===== src/hw/rtl/rgbhsl_pkg.sv =====
`timescale 1ns / 1ps
// rgbhsl_pkg: constants, divider word type and divider step for the RGB to HSL converter.
// Self-contained; imported by rgb_to_hsl_converter.

package rgbhsl_pkg;

	localparam int HUE_FRAC_BITS = 6;
	localparam int HUE_W         = 15;
	localparam int HUE_SCALE     = 60 << HUE_FRAC_BITS;
	localparam int HQ_W          = $clog2(HUE_SCALE + 1);
	localparam int HN_W          = 8 + HQ_W;
	localparam int HS_W          = HQ_W + 3;
	localparam int HX_W          = (HS_W > HUE_W) ? HS_W : HUE_W;

	localparam int SQ_W          = 8;
	localparam int SN_W          = 16;
	localparam int SAT_MAX       = 255;
	localparam int SAT_SPAN      = 510;

	localparam int LUMA_R        = 299;
	localparam int LUMA_G        = 587;
	localparam int LUMA_B        = 114;
	localparam int LUMA_W        = 18;
	// 2560 = 512 * 5; divide by 5 through a reciprocal on the 9-bit quotient
	localparam int LUMA_SHIFT    = 9;
	localparam int LIT_X_W       = LUMA_W - LUMA_SHIFT;
	localparam int LIT_RECIP     = 205;
	localparam int LIT_RSH       = 10;
	localparam int LIT_P_W       = LIT_X_W + 8;
	localparam int LIT_W         = 7;
	localparam int LIT_MAX       = 99;

	localparam int DIV_STEPS     = 2;
	localparam int DIV_BITS      = (HQ_W > SQ_W) ? HQ_W : SQ_W;
	localparam int DIV_STAGES    = (DIV_BITS + DIV_STEPS - 1) / DIV_STEPS;

	typedef struct packed {
		logic            grey;
		logic [2:0]      sector;
		logic            sub;
		logic [LIT_W-1:0] lit;
		logic [7:0]      dvs;
		logic [7:0]      hrem;
		logic [HQ_W-1:0] hquo;
		logic [8:0]      sden;
		logic [8:0]      srem;
		logic [SQ_W-1:0] squo;
	} div_t;

	// one restoring step of the hue and saturation dividers
	function automatic div_t div_step(div_t x, logic do_h, logic do_s);
		div_t       y;
		logic [8:0] ht;
		logic [9:0] st;
		y  = x;
		ht = {x.hrem, x.hquo[HQ_W-1]};
		st = {x.srem, x.squo[SQ_W-1]};
		if (do_h) begin
			if (ht >= {1'b0, x.dvs}) begin
				y.hrem = 8'(ht - {1'b0, x.dvs});
				y.hquo = {x.hquo[HQ_W-2:0], 1'b1};
			end else begin
				y.hrem = ht[7:0];
				y.hquo = {x.hquo[HQ_W-2:0], 1'b0};
			end
		end
		if (do_s) begin
			if (st >= {1'b0, x.sden}) begin
				y.srem = 9'(st - {1'b0, x.sden});
				y.squo = {x.squo[SQ_W-2:0], 1'b1};
			end else begin
				y.srem = st[8:0];
				y.squo = {x.squo[SQ_W-2:0], 1'b0};
			end
		end
		return y;
	endfunction

endpackage


===== src/hw/rtl/rgb_to_hsl_converter.sv =====
`timescale 1ns / 1ps
// rgb_to_hsl_converter: pipelined RGB to HSL pixel converter.
// Depends on rgbhsl_pkg for constants, the divider word and the divider step.

// Converts one 8-bit RGB pixel per clock into hue (1/64 degree units), HSL
// saturation (0..255), luma lightness (0..99) and a grey flag. The pipeline
// holds a min/max and luma stage, a numerator stage, the restoring divider
// stages that produce two quotient bits each for the hue fraction and the
// saturation in parallel, and the output register. A new pixel is accepted
// every cycle; a stall on the result side fills the bubbles first, then
// backs up to pix_ready.

module rgb_to_hsl_converter
	import rgbhsl_pkg::*;
(
	input  logic             clk,
	input  logic             arst_n,
	input  logic             pix_valid,
	output logic             pix_ready,
	input  logic [7:0]       red,
	input  logic [7:0]       green,
	input  logic [7:0]       blue,
	output logic             hsl_valid,
	input  logic             hsl_ready,
	output logic [HUE_W-1:0] hue,
	output logic [7:0]       saturation,
	output logic [LIT_W-1:0] lightness,
	output logic             grey
);

	logic              vld_s1, vld_s2;
	logic              grey_s1, sub_s1;
	logic [2:0]        sector_s1;
	logic [7:0]        num_s1, d_s1;
	logic [8:0]        lsum_s1;
	logic [LUMA_W-1:0] luma_s1;
	div_t              p_s2;
	logic              dv_vld_s3 [DIV_STAGES];
	div_t              dv_s3 [DIV_STAGES];
	div_t              dv_nxt [DIV_STAGES];

	logic              adv_s1, adv_s2, adv_o;
	logic              adv_dv [DIV_STAGES];

	logic [7:0]        mx, mn;
	logic              grey_c, sub_c;
	logic [2:0]        sector_c;
	logic [7:0]        num_c;
	logic [LUMA_W-1:0] luma_c;

	logic [HN_W-1:0]    hnum;
	logic [SN_W-1:0]    snum;
	logic [LIT_X_W-1:0] lit_x;
	logic [LIT_P_W-1:0] lit_p;
	div_t               p_c;

	div_t              last;
	logic [HX_W-1:0]   hbase, hx;
	logic [HQ_W:0]     hq_up;

	// handshake: a stage loads when empty or when its successor loads
	always_comb begin
		adv_o = !hsl_valid || hsl_ready;
		for (int k = DIV_STAGES - 1; k >= 0; k--) begin
			if (k == DIV_STAGES - 1) begin
				adv_dv[k] = !dv_vld_s3[k] || adv_o;
			end else begin
				adv_dv[k] = !dv_vld_s3[k] || adv_dv[k+1];
			end
		end
		adv_s2 = !vld_s2 || adv_dv[0];
		adv_s1 = !vld_s1 || adv_s2;
	end

	assign pix_ready = adv_s1;

	// stage 1: ordering, sector and luma
	always_comb begin
		mx = red;
		mn = red;
		if (green > mx) mx = green;
		if (blue > mx)  mx = blue;
		if (green < mn) mn = green;
		if (blue < mn)  mn = blue;
		grey_c = (red == green) && (green == blue);
		if (red >= blue) begin
			if (green > red) begin
				sector_c = 3'd2; sub_c = 1'b1; num_c = red - blue;
			end else if (green >= blue) begin
				sector_c = 3'd0; sub_c = 1'b0; num_c = green - blue;
			end else begin
				sector_c = 3'd6; sub_c = 1'b1; num_c = blue - green;
			end
		end else begin
			if (green >= blue) begin
				sector_c = 3'd2; sub_c = 1'b0; num_c = blue - red;
			end else if (green > red) begin
				sector_c = 3'd4; sub_c = 1'b1; num_c = green - red;
			end else begin
				sector_c = 3'd4; sub_c = 1'b0; num_c = red - green;
			end
		end
		luma_c = LUMA_W'(red) * LUMA_W'(LUMA_R) + LUMA_W'(green) * LUMA_W'(LUMA_G)
			+ LUMA_W'(blue) * LUMA_W'(LUMA_B);
	end

	always_ff @(posedge clk) begin
		if (adv_s1) begin
			grey_s1   <= grey_c;
			sector_s1 <= sector_c;
			sub_s1    <= sub_c;
			num_s1    <= num_c;
			d_s1      <= mx - mn;
			lsum_s1   <= 9'(mx) + 9'(mn);
			luma_s1   <= luma_c;
		end
	end

	// stage 2: dividends, divisors and lightness
	always_comb begin
		hnum  = HN_W'(num_s1) * HN_W'(HUE_SCALE);
		snum  = SN_W'(d_s1) * SN_W'(SAT_MAX);
		lit_x = luma_s1[LUMA_W-1:LUMA_SHIFT];
		lit_p = LIT_P_W'(lit_x) * LIT_P_W'(LIT_RECIP);
		p_c.grey   = grey_s1;
		p_c.sector = sector_s1;
		p_c.sub    = sub_s1;
		p_c.lit    = lit_p[LIT_RSH+LIT_W-1:LIT_RSH];
		p_c.dvs    = d_s1;
		p_c.hrem   = hnum[HN_W-1:HQ_W];
		p_c.hquo   = hnum[HQ_W-1:0];
		p_c.sden   = lsum_s1[8] ? 9'(SAT_SPAN) - lsum_s1 : lsum_s1;
		p_c.srem   = {1'b0, snum[SN_W-1:SQ_W]};
		p_c.squo   = snum[SQ_W-1:0];
	end

	always_ff @(posedge clk) begin
		if (adv_s2) begin
			p_s2 <= p_c;
		end
	end

	// divider stages: DIV_STEPS quotient bits each
	always_comb begin
		div_t cur;
		for (int k = 0; k < DIV_STAGES; k++) begin
			if (k == 0) begin
				cur = p_s2;
			end else begin
				cur = dv_s3[k-1];
			end
			for (int j = 0; j < DIV_STEPS; j++) begin
				cur = div_step(cur, (k * DIV_STEPS + j) < HQ_W, (k * DIV_STEPS + j) < SQ_W);
			end
			dv_nxt[k] = cur;
		end
	end

	always_ff @(posedge clk) begin
		for (int k = 0; k < DIV_STAGES; k++) begin
			if (adv_dv[k]) begin
				dv_s3[k] <= dv_nxt[k];
			end
		end
	end

	// output: zero for grey, else sector base plus or minus the fraction, ceiling when subtracting
	always_comb begin
		last  = dv_s3[DIV_STAGES-1];
		hbase = HX_W'(last.sector) * HX_W'(HUE_SCALE);
		hq_up = {1'b0, last.hquo} + {{HQ_W{1'b0}}, (last.hrem != 8'd0)};
		if (last.grey) begin
			hx = '0;
		end else if (last.sub) begin
			hx = hbase - HX_W'(hq_up);
		end else begin
			hx = hbase + HX_W'(last.hquo);
		end
	end

	always_ff @(posedge clk) begin
		if (adv_o) begin
			hue        <= hx[HUE_W-1:0];
			saturation <= last.grey ? 8'd0 : last.squo;
			lightness  <= last.lit;
			grey       <= last.grey;
		end
	end

	// valid bits
	always_ff @(posedge clk or negedge arst_n) begin
		if (!arst_n) begin
			vld_s1    <= 1'b0;
			vld_s2    <= 1'b0;
			hsl_valid <= 1'b0;
			for (int k = 0; k < DIV_STAGES; k++) begin
				dv_vld_s3[k] <= 1'b0;
			end
		end else begin
			if (adv_s1) vld_s1 <= pix_valid;
			if (adv_s2) vld_s2 <= vld_s1;
			for (int k = 0; k < DIV_STAGES; k++) begin
				if (adv_dv[k]) begin
					if (k == 0) begin
						dv_vld_s3[k] <= vld_s2;
					end else begin
						dv_vld_s3[k] <= dv_vld_s3[k-1];
					end
				end
			end
			if (adv_o) hsl_valid <= dv_vld_s3[DIV_STAGES-1];
		end
	end

	a_grey_zero: assert property (@(posedge clk) disable iff (!arst_n)
		hsl_valid && grey |-> hue == '0 && saturation == 8'd0)
		else $error("grey word with nonzero hue or saturation");

	a_color_sat: assert property (@(posedge clk) disable iff (!arst_n)
		hsl_valid && !grey |-> saturation != 8'd0)
		else $error("colored word with zero saturation");

	a_lit_range: assert property (@(posedge clk) disable iff (!arst_n)
		hsl_valid |-> lightness <= LIT_W'(LIT_MAX))
		else $error("lightness out of range");

endmodule

===== config.mk =====
export PLATFORM = sky130hd
export DESIGN_NAME = rgb_to_hsl_converter
export DESIGN_NICKNAME = d
export VERILOG_FILES = /design/src/hw/rtl/rgbhsl_pkg.sv /design/src/hw/rtl/rgb_to_hsl_converter.sv
export SDC_FILE = /design/constraint.sdc
export NUM_CORES = 1
export LEC_CHECK = 0
export BUFFER_PORTS_ARGS = -buffer_cell sky130_fd_sc_hd__buf_2
export CAP_MARGIN = 0
export CORE_MARGIN = 2
export CORE_UTILIZATION = 40
export CTS_BUF_LIST = sky130_fd_sc_hd__clkbuf_8
export DETAILED_ROUTE_END_ITERATION = 16
export MAX_ROUTING_LAYER = met4
export PLACE_DENSITY_LB_ADDON = 0.12
export SYNTH_ARGS = -nofsm -noshare
export SYNTH_HDL_FRONTEND = slang
export SYNTH_SLANG_ARGS = --single-unit

===== constraint.sdc =====
create_clock -name clk -period 5.8 [get_ports clk]
set_input_delay 0.58 -clock clk [delete_from_list [all_inputs] [get_ports clk]]
set_output_delay 0.58 -clock clk [all_outputs]
set_load 0.01 [all_outputs]

Yosys cells after proc, flatten, opt, wreduce, memory -nomap -nowiden
Memories as Yosys holds them, arrays and structs flattened.
Cells that the tools add are included.
Storage, ports and cells
  bits in latches: 0
  RAM bits: 396
  bits in read-only memories: 0
  input bits: 28
  output and inout bits: 33
  bits in registers: 145
  word-level logic and storage cells: 173
  memories kept: 1
Operators by class
  shift operators: 0
  add/subtract/negate cells: 34
  multiplexer cells: 52
  order comparisons: 26
  reduce and logical (&&, ||, !) cells: 20
  multiply operators: 7
  div/mod/pow operators: 0
  bitwise operators: 0
  equality and inequality tests: 2
Memories
  dv_s3: depth 6, bits a word 66, read ports 6, clocked after memory_dff 0, wr ports 6, line rgb_to_hsl_converter.sv:39  | div_t dv_s3 [DIV_STAGES];
Operators by type and width (number)
  $mux 20: 12
  $sub 8x8->8: 19
  $mux 17: 8
  $ge 9x8->1: 12
  $mux 8: 10
  $sub 9x9->9: 8
  $ge 10x9->1: 7
  $add 17x18->18: 1
  $add 18x15->18: 1
  $mul 8x10->18 const B: 1
  $mul 8x9->17 const B: 1
  $mul 9x8->17 const B: 1
  $mux 1: 17
  $eq 8x8->1: 2
  $ge 8x8->1: 2
  $gt 8x8->1: 2
  $lt 8x8->1: 2
  $mul 8x8->16 const B: 1
  $add 15x12->15: 1
  $mux 15: 1
  $sub 15x13->15: 1
  $mul 8x6->14 const B: 1
  $add 12x1->13: 1
  $mul 8x4->12 const B: 1
  9 further kinds: 28

Logic depth before layout (Yosys ltp)
  word-level depth: 10
  mapped depth: 30
  mapped depth without buffers: 26

Least setup slack after synthesis
Ideal clock, no wire load.
  path type: input -> register
  from: in blue[1]
  to: reg luma_s1[17] (data pin)
  buffers on the path: 0
  arrival: 5.855 ns
  cell stages on the path: 21
  setup slack: -0.315 ns
  library setup time: 0.260 ns
  data required time: 5.540 ns
  cell sequence: inv_1 fa_1 inv_1 fa_1 ha_1 inv_1 fa_1 xnor2_1 ha_1 fa_1 inv_1 fa_1 inv_1 fa_1 ha_1 a21boi_0 o21a_1 o21ai_0 o2111ai_1 a31oi_1 xnor2_1
Between the ends
  cells in the longest elaborated chain, start to end: 2
Ends and longest elaborated chain
  from (decl): line rgb_to_hsl_converter.sv:22  | input logic [7:0] blue,
  $mul 8x6->14: line rgb_to_hsl_converter.sv:104  | + LUMA_W'(blue) * LUMA_W'(LUMA_B);
  $add 18x15->18: line rgb_to_hsl_converter.sv:104
  named net luma_c[17]: line rgb_to_hsl_converter.sv:49  | logic [LUMA_W-1:0] luma_c;
  to (signal assigned): line rgb_to_hsl_converter.sv:115  | luma_s1 <= luma_c;
  to (decl): line rgb_to_hsl_converter.sv:36  | logic [LUMA_W-1:0] luma_s1;
The timed path passes the listed nets, and every way through them passes these cells.
A chain may end at the register's enable or synchronous reset.

Final worst setup path
  from: in blue[0]
  to: reg luma_s1[17] (data pin)
Same word-level chain as after synthesis.

==> run_results.csv <==
group,metric,value,unit
outcome,status,"completed",
logic_synthesis,ys.flop_type,"edfxtp_1",
finish,stdcell_area,36800,um^2
setup_path,reg2reg_setup_slack,500,ps
finish,final_nets,3827,
clocking,clock_latency,680,ps
setup_path,r2r-end,"dv_s3[4][44]$_DFFE_PP_",
sta,worst_slew_pin_slew,1140,ps
route,vias_per_cell,5.06,
setup_path,critPathSlowestCell,"fa_1",
floorplan,die_height,291,um
sta,fmax,0.178,GHz
setup_path,crit_arrival,6020,ps
finish,num-fill-cells,7689,
logic_synthesis,syn-num-nets,3616,
logic_synthesis,yosysSeqAreaShare,38.7,%
route,dr.pass1.iters,7,
setup_path,path_class,"input port to register",
sta,hold_viol,0,
sta,tns,0,ps
global_routing,grt_max_degree,59,
logic_synthesis,ys_types,79,
setup_path,cp.required,6190,ps
logic_synthesis,syn-cell-area,32900,um^2
logic_synthesis,avgSynthCellArea,11.1,um^2
clocking,clk_pin_slew,60,ps
setup_path,end_kind,"register",
worst_hold_path,hp-class,"input port to register",
global_routing,met2_usage,31.9,%
global_routing,antenna_found_initial,2,
global_routing,overflow,0,
global_routing,track_usage,18.1,%
route,wl,72400,um
sta,setup_viol,0,
route,num_vias,21900,
place,portBuffers,60,
logic_synthesis,async_flop_share,2.12,%
setup_path,crit_path_frequent_cell,"ha_1",
logic_synthesis,synth_area_leaders,"edfxtp_1 (38%), ha_1 (17%), fa_1 (9.3%)",
setup_path,worstPathCellList,"buf_2 -> fa_1 -> inv_1 -> fa_1 -> inv_1 -> ha_1 -> ha_1 -> inv_1 -> fa_2 -> inv_1 -> ha_1 -> ha_1 -> fa_1 -> fa_1 -> ha_1 -> buf_4 -> a21oi_1 -> a21boi_2 -> o21a_2 -> o21ai_2 -> o2111ai_2 -> a31oi_1 -> xnor2_1",
route,drtIter0Drc,1092,
floorplan,core.rowCount,105,
logic_synthesis,synth_edf_count,416,
sta,finalClockSkew,49.5,ps
setup_path,r2r-start,"dv_s3[3][47]$_DFFE_PP_",
logic_synthesis,ys_warn_count,0,
setup_path,reg2reg_depth,18,
clocking,root_buffer,"clkbuf_8",
clocking,h-tree-depth,3,
clocking,clkSinkCount,425,
place,gp_congestion,0.919,
floorplan,start_util,40.3,%
global_routing,grt_pass1_wl,120000,um
global_routing,grt_util_met3,2.31,%
place,placed_cell_area,35200,um^2
clocking,cts_buffer_depth,3,
floorplan,coreArea,81700,um^2
finish,post-route-util,45.0,%
global_routing,grt_pass1_vias,23400,
logic_synthesis,synth-seq-cells,425,
clocking,cts_tree,"yes",
route,antenna_left,0,
sta,period_minus_slack,5630,ps
setup_path,critPathMaxStageDelay,530,ps
sta,holdWs,119,ps
sta,fin_crit_sh,97.1,%
global_routing,grt.busiest_layer,"met2",
finish,drive_above_1_share,13.1,%
place,dpl.hpwl,58200,um
setup_path,crit_fanout,3,
setup_path,endpoint,"luma_s1[17]$_DFFE_PP_",
sta,relSlewSlack,24.2,%
sta,slew_violations,0,
logic_synthesis,synth_top_cell_by_area,"edfxtp_1",
logic_synthesis,syn-instance-count,2976,
floorplan,pin_count,61,
setup_path,startpoint,"blue[0]",
floorplan,die_w,291,um
route,wl_per_cell,16.8,um
finish,syn_to_final_growth,11.9,%
setup_path,start_kind,"input port",
global_routing,met1_usage,21.2,%
route,drcViolationCount,0,
run,maxCapViolCount,0,
clocking,cts_buffers,78,
floorplan,dieArea,84500,um^2
logic_synthesis,synth_top_area_share,38.0,%
[stage by stage]
step	cells	setup slack, ps
floorplan	2976	-60.5
global placement	4176	-461
global route	4319	-11.9
CTS	4317	192
detailed placement	4176	-525
finish	4319	167
[layout make-up]
class	count	area, um^2	share of cell area, %
Multi-Input combinational cell	2044	18300	49.7
Antenna cell	2	5.00	0.0136
Inverter	472	1780	4.82
Sequential cell	425	12700	34.6
Clock inverter	60	459	1.25
Tap cell	1070	1340	3.64
Timing Repair Buffer	166	1100	2.98
Clock buffer	80	1100	2.99
[what timing repair did]
item	in CTS	in global routing
resized for setup	0	7
hold endpoints to repair	9	0
buffers inserted	0	0
endpoints found under the setup margin	0	19
hold buffers	1	0
[cell usage in the layout, fill, tap and decap left out, types with 8 or more instances in the layout]
master	instances
buf_2	60
clkinv_1	18
o31ai_1	11
nand3_1	33
edfxtp_1	416
o21a_1	33
a21oi_1	148
a211oi_1	22
nor2b_1	57
fa_1	151
and4_1	13
or2_2	11
or3_1	8
and2_1	9
xor2_1	47
o21ai_0	110
nor3_1	56
buf_4	105
o211ai_1	11
a31oi_1	14
clkbuf_8	80
and3_1	13
nand2b_1	37
a21o_1	50
nor2_1	182
clkinv_2	11
mux2_2	102
mux2i_1	47
a21boi_0	13
ha_1	460
dfrtp_1	9
nand2_1	110
o21bai_1	33
nand4_1	27
xnor2_1	129
inv_1	484
[cell families (layout without fill, tap and decap cells)]
group,count (synthesis),after routing,share of synthesized area [%]
simple gates,578,578,8.59
flops,425,425,38.7
compound gates,529,529,10.5
xor+xnor,176,176,4.69
buf+inv,507,778,5.85
mux,149,149,4.92
fa+ha+maj,612,612,26.7
other cells,0,2,0
[how the worst min path moves through the flow]
stage | from | to | slack, ps | depth (start not counted)
global route | pix_valid | vld_s1$_DFFE_PN0P_ | 80 | 2
finish | pix_valid | vld_s1$_DFFE_PN0P_ | 120 | 2
floorplan | arst_n | dv_vld_s3[0]$_DFFE_PN0P_ | 280 | 0
detailed placement | grey_s1$_DFFE_PP_ | dv_nxt[395]$_DFFE_PP_ | 400 | 0
CTS | pix_valid | vld_s1$_DFFE_PN0P_ | 50 | 2
global placement | dv_s3[4][65]$_DFFE_PP_ | dv_s3[5][65]$_DFFE_PP_ | 400 | 0
[worst max-delay path: cells and delay by family]
family	cells	cell delay, ps
adder cells (fa/ha/maj)	10	3850
AO/OA/AOI/OAI	6	1070
buffers and inverters	6	460
XOR/XNOR	1	80
[layer usage]
metal  vias to the layer above  routed length, um
li1                      10900                  -
met1                     10500              31400
met2                       330              36600
met3                       130               2220
met4                         0               2100
met5                         -                  0
[registers in the layout, indices dropped and copies added (netlist names), 8 cells and up]
name,count
d_s1,8
dv_nxt,27
dv_s3,294
hue,15
lsum_s1,8
luma_s1,9
num_s1,8
p_s2,27
saturation,8
[synthesized netlist by cell type, drive strengths merged (16+ instances only)]
cell type  count
a21oi        152
mux2         102
o21ai        117
edfxtp       416
a21o          50
nand2b        37
a211oi        25
o21a          34
mux2i         47
fa           152
xor2          47
xnor2        129
nor2b         57
nor3          58
nand2        113
nand4         27
clkbuf        23
nand3         35
o21bai        33
nor2         182
inv          472
a21boi        17
a31oi         16
ha           460
Power is not shown: default switching activity piles up to over one toggle a cycle in this logic, so the estimate is an artifact.
